File: config.mk
export PLATFORM = sky130hd
export DESIGN_NAME = lsts_queue
export DESIGN_NICKNAME = d
export VERILOG_FILES = /design/src/rtl/core/lsts_queue.sv
export SDC_FILE = /design/constraint.sdc
export NUM_CORES = 1
export LEC_CHECK = 0
export ABC_AREA = 1
export BUFFER_PORTS_ARGS = -buffer_cell sky130_fd_sc_hd__clkbuf_2
export CORE_UTILIZATION = 49
export DETAILED_ROUTE_END_ITERATION = 12
export PLACE_DENSITY = 0.75
export SETUP_SLACK_MARGIN = 0.15
export SLEW_MARGIN = 20
export SYNTH_ARGS = -nofsm -noshare
export SYNTH_HDL_FRONTEND = slang
export SYNTH_SLANG_ARGS = --single-unit
File: constraint.sdc
create_clock -name clk_i -period 1.8 [get_ports clk_i]
set_input_delay 0.18 -clock clk_i [delete_from_list [all_inputs] [get_ports clk_i]]
set_output_delay 0.18 -clock clk_i [all_outputs]
set_load 0.05 [all_outputs]
File: src/rtl/core/lsts_queue.sv
module lsts_queue #(
  parameter int WIDTH = 8,
  parameter int DEPTH = 2
) (
  input  logic             clk_i,
  input  logic             rst_ni,
  input  logic             wr_valid_i,
  output logic             wr_ready_o,
  input  logic [WIDTH-1:0] wr_data_i,
  output logic             rd_valid_o,
  input  logic             rd_ready_i,
  output logic [WIDTH-1:0] rd_data_o
);

  localparam int PW = (DEPTH > 1) ? $clog2(DEPTH) : 1;
  localparam int CW = $clog2(DEPTH + 1);

  logic [WIDTH-1:0] mem_q [DEPTH];
  logic [PW-1:0]    wptr_q, wptr_d;
  logic [PW-1:0]    rptr_q, rptr_d;
  logic [CW-1:0]    count_q, count_d;
  logic             push, pop;

  assign wr_ready_o = (count_q != CW'(DEPTH));
  assign rd_valid_o = (count_q != '0);
  assign rd_data_o  = mem_q[rptr_q];
  assign push       = wr_valid_i & wr_ready_o;
  assign pop        = rd_valid_o & rd_ready_i;

  // Advance the pointers with wrap at the depth
  always_comb begin
    wptr_d  = wptr_q;
    rptr_d  = rptr_q;
    count_d = count_q;
    if (push) begin
      wptr_d = (wptr_q == PW'(DEPTH - 1)) ? '0 : wptr_q + PW'(1);
    end
    if (pop) begin
      rptr_d = (rptr_q == PW'(DEPTH - 1)) ? '0 : rptr_q + PW'(1);
    end
    if (push && !pop) begin
      count_d = count_q + CW'(1);
    end else if (pop && !push) begin
      count_d = count_q - CW'(1);
    end
  end

  always_ff @(posedge clk_i or negedge rst_ni) begin
    if (!rst_ni) begin
      wptr_q  <= '0;
      rptr_q  <= '0;
      count_q <= '0;
    end else begin
      wptr_q  <= wptr_d;
      rptr_q  <= rptr_d;
      count_q <= count_d;
    end
  end

  // Store entries
  always_ff @(posedge clk_i) begin
    if (push) begin
      mem_q[wptr_q] <= wr_data_i;
    end
  end

endmodule

==> flow_summary.yaml <==
yosys:
  ys_seq_area_frac: 0.702
  synth_nets: 83
  ys_types: 14
  synth.cell_area_um2: 827
  synth_warnings: 0
  avgSynthCellArea_um2: 11.8
  syn_inst: 70
  synth_seq_cells: 20
setup_path:
  startpoint_type: "register"
  cp.required_ns: 1.62
  cp-end-kind: "primary output"
  cp_data_arrival_time_ns: 1.34
  r2r_setup_slack_ns: 0.42
  crit_end: "rd_data_o[4]"
  r2r_start: "count_q[0]$_DFFE_PN0P_"
  cp_slowest_cell: "dfrtp_2"
  worstPathCellList: "inv_2 -> nand2_1 -> nand2_1 -> clkbuf_2"
  path_common_cell: "nand2_1"
  path_class: "register to primary output"
  cpPeakStageDelay_ns: 0.49
  ff2ff_path_depth: 9
  worstReg2RegEnd: "count_q[1]$_DFFE_PN0P_"
  cp-startpoint: "rptr_q$_DFFE_PN0P_"
  cp_max_fo: 10
grt:
  overflow: 0
  grt_max_degree: 12
  first_global_vias: 572
  grt_first_pass_wirelength_mm: 2.20
  grtUsageTotal: 0.165
  antenna_found_initial: 0
hold_path:
  hold_depth: 1
  hold_path_class: "primary input to register"
die:
  rows: 14
  die_y_um: 43.1
  initial_core_util: 0.537
  coreArea_um2: 1540
  dieArea_um2: 1860
  io_pins: 22
  die_w_um: 43.1
clocking:
  clkLatencyLatePin_ns: 0.29
  clk_pin_slew_ns: 0.10
  cts_sinks: 20
  post-cts-setup-buffers: 0
  htreeDepth: 1
  cts_buffers: 3
  clockBufferDepth: 2
  cts_root_buf: "clkbuf_4"
  cts_tree: "yes"
sta:
  max_freq_mhz: 657
  timing.final.max_slew_violations: 0
  fin_tns_setup_ns: 0
  clock_skew_ns: 0.00486
  fin_crit_sh: 0.846
  worstMarginPinSlew_ns: 0.278
  rsz0062_at_grt: "no"
  slew_headroom: 0.816
  period_needed_ns: 1.52
  final-hold-violation-count: 0
  setup_viol: 0
placement:
  port_buffers: 21
  dp_cells: 110
  dp_hpwl_um: 961
  dpl_cell_area_um2: 971
  finalWeightedCongestion: 0.846
job:
  drv_cap: 0
cells_and_area:
  nets: 113
  diodes: 0
  final_util: 0.654
  final_area_um2: 1010
  layoutNonFillerInstCount: 115
  drive_gt1_frac: 0.374
  area_delta_synth_final_pct: 21.9
route:
  antenna_left: 0
  dr.pass1.iters: 4
  avgRoutedWirePerCell_um: 11.0
  routed_wl_mm: 1.27
  initialDrtViolationCount: 14
  num_vias: 562
  drc: 0
  vias_per_cell: 4.89
pwr:
  peakVddDrop_mv: 1.04
  power_leakage_nw: 0.486
  power.density_nw_per_um2: 1910
outcome:
  status: "complete, no violations"
synthesized netlist by cell type:
cell type,n,area share
buf_6,1,0.014
dfrtp_1,4,0.12
edfxtp_1,16,0.58
ha_1,1,0.015
inv_1,4,0.018
inv_2,3,0.014
nand2_1,30,0.14
nand2_2,2,0.015
nand2_4,2,0.027
nand3_1,2,0.012
nand4_1,1,0.0076
nor2_1,2,0.0091
xnor2_1,1,0.011
xor2_2,1,0.020
sequential cells by signal, indices dropped and copies added, names as in the netlist:
register / cells
count_q: 2
mem_q: 16
rptr_q: 1
wptr_q: 1
cells by family (layout without fill, tap and decap cells):
logic type | after synthesis | after routing | share of synthesized area
buf+inv | 8 | 37 | 0.0454
flops | 20 | 20 | 0.702
fa+ha+maj | 1 | 1 | 0.0151
xor+xnor | 2 | 2 | 0.0303
simple gates | 39 | 39 | 0.207
timing repair:
item,in CTS,in global routing
hold endpoints to repair,4,0
endpoints found under the setup margin,0,6
hold buffers,1,0
gates resized for setup,0,2
cells in the final DEF, fill, tap and decap left out:
cell type	n
inv_2	3
edfxtp_1	16
buf_2	1
dfrtp_2	1
dfrtp_1	3
xnor2_1	1
nand2_4	2
ha_1	1
clkbuf_2	20
clkbuf_1	1
buf_4	4
xor2_2	1
nand3_1	2
dlygate4sd3_1	1
clkbuf_4	3
nand2_2	2
nor2_1	2
nand4_1	1
nand2_1	30
inv_1	4
metal layers:
metal	routed length, µm	share of wire	up-vias	track usage
met5	0	0	-	0
met1	515	0.41	253	0.194
met3	60	0.047	6	0.0340
met4	34	0.027	0	0.115
li1	-	-	284	-
met2	661	0.52	19	0.266
cell type report:
class / instances / area, µm²
well taps: 16 / 20.0
multi-input cells: 42 / 209
clock buffers: 4 / 26.3
repair buffers: 26 / 145
inverters: 7 / 26.3
fillers: 121 / 533
flip-flops and latches: 20 / 582
how the worst min path moves through the flow:
stage               slack (ns)                      to         start
global route              0.06   mem_q[1][5]$_DFFE_PP_  wr_data_i[5]
floorplan                -0.12  count_q[0]$_DFFE_PN0P_        rst_ni
finish                    0.07   mem_q[1][5]$_DFFE_PP_  wr_data_i[5]
global placement        -0.005  count_q[0]$_DFFE_PN0P_        rst_ni
detailed placement      -0.006  count_q[0]$_DFFE_PN0P_        rst_ni
CTS                       0.07   mem_q[0][0]$_DFFE_PP_  wr_data_i[0]
critical path: cells and delay by family (launching register included):
| family | cells | cell delay [ns] |
|---|---|---|
| flip-flops | 1 | 0.49 |
| buffers and inverters | 2 | 0.43 |
| AND/OR/NAND/NOR | 2 | 0.13 |
metrics by stage:
step / power (mW) / hold WS (ns) / worst slack (ns)
2_1_floorplan: 1.50 / -0.116 / 0.366
4_1_cts: 1.94 / 0.0725 / 0.191
5_1_grt: 2.06 / 0.0636 / 0.183
6_report: 1.93 / 0.0732 / 0.277
3_3_place_gp: 1.71 / -0.00471 / 0.492
3_5_place_dp: 1.74 / -0.00635 / 0.426
report_power, final:
part	switching, mW	internal, mW	total, mW
clock	0.122	0.0861	0.208
combinational	0.732	0.257	0.989
sequential	0.0846	0.647	0.731
total	0.938	0.990	1.93
Note: power is estimated with default switching activity, not from simulation.
