**config.mk**
```make
export PLATFORM = sky130hd
export DESIGN_NAME = lsts_front
export DESIGN_NICKNAME = d
export VERILOG_FILES = /design/src/rtl/core/lsts_pkg.sv /design/src/rtl/core/lsts_front.sv
export SDC_FILE = /design/constraint.sdc
export NUM_CORES = 2
export LEC_CHECK = 0
export ABC_AREA = 0
export BUFFER_PORTS_ARGS = -buffer_cell sky130_fd_sc_hd__buf_2
export CORE_MARGIN = 2
export CORE_UTILIZATION = 40
export CTS_CLUSTER_DIAMETER = 100
export CTS_CLUSTER_SIZE = 16
export DETAILED_ROUTE_END_ITERATION = 10
export PLACE_DENSITY_LB_ADDON = 0.3
export SYNTH_ARGS = -nofsm -noshare
export SYNTH_HDL_FRONTEND = slang
export SYNTH_SLANG_ARGS = --single-unit
```
**constraint.sdc**
```tcl
create_clock -name clk_i -period 8.6 [get_ports clk_i]
set_input_delay 0.43 -clock clk_i [delete_from_list [all_inputs] [get_ports clk_i]]
set_output_delay 0.43 -clock clk_i [all_outputs]
set_load 0.02 [all_outputs]
```
**src/rtl/core/lsts_pkg.sv**
```systemverilog
package lsts_pkg;

  // Port widths of the payload fields
  localparam int TIMESTAMP_W = 20;
  localparam int SAMPLE_W    = 16;
  localparam int SLOPE_W     = 32;

  // Q8.8 sample over integer ticks, scaled up to Q16.16
  localparam int FRAC_SHIFT = 8;

  // Per-point classification handed from front to back
  typedef struct packed {
    logic add;   // point is within the run's capacity and enters the sums
    logic last;  // point closes the run
  } lsts_tag_t;

  localparam int TAG_W = $bits(lsts_tag_t);

endpackage

```
**src/rtl/core/lsts_front.sv**
```systemverilog
module lsts_front
  import lsts_pkg::*;
#(
  parameter int MAX_POINTS  = 256,
  parameter int TIME_BITS   = 20,
  parameter int SAMPLE_BITS = 16
) (
  input  logic                                      clk_i,
  input  logic                                      rst_ni,
  input  logic                                      in_valid_i,
  output logic                                      in_ready_o,
  input  logic [TIMESTAMP_W-1:0]                    timestamp_i,
  input  logic [SAMPLE_W-1:0]                       sample_i,
  input  logic                                      last_i,
  output logic                                      q_valid_o,
  input  logic                                      q_ready_i,
  output lsts_tag_t                                 tag_o,
  output logic        [TIME_BITS-1:0]               x_o,
  output logic signed [SAMPLE_BITS-1:0]             y_o,
  output logic        [2*TIME_BITS-1:0]             xx_o,
  output logic signed [TIME_BITS+SAMPLE_BITS-1:0]   xy_o
);

  localparam int CW   = $clog2(MAX_POINTS + 1);
  localparam int XX_W = 2 * TIME_BITS;
  localparam int XY_W = TIME_BITS + SAMPLE_BITS;

  logic [CW-1:0] count_q, count_d;
  logic          accept;
  logic          add;

  // Pass the transaction straight into the queue
  assign in_ready_o = q_ready_i;
  assign q_valid_o  = in_valid_i;
  assign accept     = in_valid_i & q_ready_i;

  // Classify: points past the capacity still carry their last flag
  assign add        = (count_q < CW'(MAX_POINTS));
  assign tag_o.add  = add;
  assign tag_o.last = last_i;

  // Take the low bits of each field and form the point products
  assign x_o  = timestamp_i[TIME_BITS-1:0];
  assign y_o  = $signed(sample_i[SAMPLE_BITS-1:0]);
  assign xx_o = XX_W'(x_o) * XX_W'(x_o);
  assign xy_o = XY_W'($signed({1'b0, x_o})) * XY_W'(y_o);

  // Track the run length seen at the input
  always_comb begin
    count_d = count_q;
    if (accept) begin
      if (last_i) begin
        count_d = '0;
      end else if (add) begin
        count_d = count_q + CW'(1);
      end
    end
  end

  always_ff @(posedge clk_i or negedge rst_ni) begin
    if (!rst_ni) begin
      count_q <= '0;
    end else begin
      count_q <= count_d;
    end
  end

endmodule

```
==> flow_metrics.env <==
export IMPL_status="finished clean"
export IMPL_initialDrtViolationCount=891
export IMPL_grt_pass1_wl_mm=90.8
export IMPL_track_usage=0.185
export IMPL_crit_family="adder cells"
export IMPL_grt_pass1_vias=18757
export IMPL_clock_fmax_mhz=126
export IMPL_syn_nets=3518
export IMPL_drt_total_wl_mm=52.3
export IMPL_synth_top_area_cell="fa_1"
export IMPL_io_pins=157
export IMPL_fp_dieH_microns=245
export IMPL_async_flop_share=1.00
export IMPL_synthTopCellsByArea="fa_1, ha_1, inv_1, nand2_1, and2_1"
export IMPL_core_area_sq_um=57500
export IMPL_crit_slowest_cell="o31ai_1"
export IMPL_synth_top_family_by_area="adder cells"
export IMPL_finish_net_count=3547
export IMPL_drive_gt1_frac=0.0764
export IMPL_clock_sinks=9
export IMPL_n_antenna_cell=0
export IMPL_synth_cell_type_count=66
export IMPL_synth_mux_area_frac=0.000917
export IMPL_hold_buffers=0
export IMPL_layoutNonFillerInstCount=3461
export IMPL_cp_end_kind="output port"
export IMPL_fp_dieW_microns=245
export IMPL_overflow=0
export IMPL_cp_start_kind="input pin"
export IMPL_drv_cap=0
export IMPL_top_regs="count_q x9"
export IMPL_die_area_sq_um=59900
export IMPL_synth_commonest_cells="inv_1, fa_1, nand2_1, ha_1, and2_1"
export IMPL_regMostFlops="count_q"
export IMPL_ys_seq_area_frac=0.00971
export IMPL_critPathRequiredTime_ns=8.17
export IMPL_fill_cells=5892
export IMPL_synthSimpleGateAreaFrac=0.138
export IMPL_multi_input_comb_area_sq_um=19600
export IMPL_antenna_found_initial=0
export IMPL_synth_xor_area_frac=0.0340
export IMPL_ys_flop_type="dfrtp_1"
export IMPL_worst_pin_slew_ns=0.718
export IMPL_synth_cells=2668
export IMPL_critPathMaxFanout=20
export IMPL_final_min_clock_period_ns=7.97
export IMPL_drc=0
export IMPL_initial_core_util=0.404
export IMPL_port_buffers=155
export IMPL_ctsResizeCount=0
export IMPL_worst_r2r_setup_slack_ns=7.01
export IMPL_grt_max_degree=30
export IMPL_synth_seq_cells=9
export IMPL_slew_viol_final=0
export IMPL_rsz0062_at_grt="no"
export IMPL_finalSetupTns_ns=0
export IMPL_numCtsBuffers=3
export IMPL_dr_pass1_iters=5
export IMPL_largest_register_ffs=9
export IMPL_synth_area_sq_um=23200
export IMPL_clock_skew_ns=0.00315
export IMPL_drt_vias_per_instance=4.94
export IMPL_wl_per_cell_microns=15.1
export IMPL_synth_edf_count=0
export IMPL_cts_setup_buffers=0
export IMPL_critical_path_most_common_cell="fa_1"
export IMPL_area_growth_pct=5.43
export IMPL_relSlewSlack=0.517
export IMPL_worstSetupPathType="input pin to output port"
export IMPL_clk_pin_slew_worst_paths_ns=0.04
export IMPL_critPathBufInv=5
export IMPL_htree_levels=1
export IMPL_hold_violations=0
export IMPL_synth_most_common_cell="inv_1"
export IMPL_cts_root_buffer="clkbuf_16"
export IMPL_hold_class="input pin to async pin"
export IMPL_finalCritPeriodShare=0.926
export IMPL_dp_cells=3457
export IMPL_fin_util=0.425
export IMPL_clockBufferDepth=2
export IMPL_seqCellArea_sq_um=225
export IMPL_crit_chain="buf_2, inv_1, nor2_1, fa_1, ha_1, a21o_1, fa_1, fa_1, inv_1, fa_1, inv_1, fa_1, fa_1, ha_1, nand2_1, o21ba_2, nand2_1, o31ai_1, a21oi_2, o211ai_1, nand3_1, and3_1, a311o_1, buf_2"
export IMPL_critPathMaxStageDelay_ns=0.60
export IMPL_dp_hpwl_mm=45.5
export IMPL_place_gp_congestion=0.868
export IMPL_yosys_warnings=0
export IMPL_rows=88
export IMPL_cts_tree="built"
export IMPL_setup_viol=0
export IMPL_synth_compound_area_frac=0.0648
export IMPL_syn_area_per_cell_sq_um=8.69
export IMPL_ant_nets=0
export IMPL_synth_top_area_share=0.456
export IMPL_num_vias=17101
export IMPL_arrival_ns=7.54
export IMPL_clk_latency_ns=0.23
export IMPL_synth_fa_ha_area_frac=0.608
through the flow:
| stage | hold WS [ns] | cell area (sq um) | setup slack, ns |
|---|---|---|---|
| after floorplan | 0.134 | 23200 | 1.31 |
| after global placement | 0.291 | 24400 | 0.856 |
| after detailed placement | 0.297 | 24400 | 0.767 |
| after CTS | 0.0531 | 24500 | 0.746 |
| after global routing | 0.0587 | 24500 | 0.273 |
| final | 0.0403 | 24500 | 0.633 |
kinds of logic (layout without fill, tap and decap cells):
kind of cell,Yosys count,count (layout)
DFF,9,9
adders and majority gates,810,810
buffers and inverters,849,877
xor gates and xnor gates,90,90
muxes,2,2
other,1,1
and+or+nand+nor,683,683
AOI/OAI and AO/OA,224,224
cell type report:
class                           instances  share of cell area
Timing Repair Buffer                  182              0.0400
Clock buffer                            4             0.00322
Sequential cell                         9             0.00921
Multi-Input combinational cell       1810               0.802
Tap cell                              765              0.0391
Inverter                              691               0.106
cells in the final DEF, fill, tap and decap left out, types with 5 or more instances in the layout:
master and count:
a211oi_1 5, a21o_1 41, a21oi_1 72, a31oi_1 7, and2_1 178, and3_1 12
buf_2 155, buf_4 27, dfrtp_1 9, fa_1 528, ha_1 281, inv_1 690
nand2_1 355, nand2b_1 12, nand3_1 14, nand4_1 6, nor2_1 64, nor2b_1 11
nor3_1 11, o211ai_1 6, o21a_1 6, o21ai_0 30, o21ai_1 8, o21bai_1 13
or3_1 5, xnor2_1 66, xor2_1 24
layer usage:
| layer | vias to the layer above | share of wire | track usage |
|---|---|---|---|
| li1 | 7873 | - | - |
| met1 | 8791 | 0.42 | 0.239 |
| met2 | 392 | 0.53 | 0.347 |
| met3 | 45 | 0.042 | 0.0116 |
| met4 | 0 | 0.011 | 0.0222 |
| met5 | - | 0 | 0 |
worst register-to-register path: stages, from the launching register on:
cell and delay, ns:
dfrtp_1 0.44, inv_1 0.14, o21ai_0 0.11, nor4_1 0.40
nand3_1 0.15, xor2_1 0.17, nor2_1 0.06
path summary, 6_finish.rpt:
kind | from | end | depth (start not counted)
worst max-delay path | timestamp_i[6] | xx_o[36] | 24
worst min-delay path | rst_ni | count_q[8] | 1
worst max register to register | count_q[8] | count_q[7] | 6
worst min register to register | count_q[1] | count_q[1] | 2
max in group asynchronous | rst_ni | count_q[3] | 1
min in group clk_i | last_i | count_q[6] | 2
Power is not shown: default switching activity piles up to over one toggle a cycle in this logic, so the estimate is an artifact.
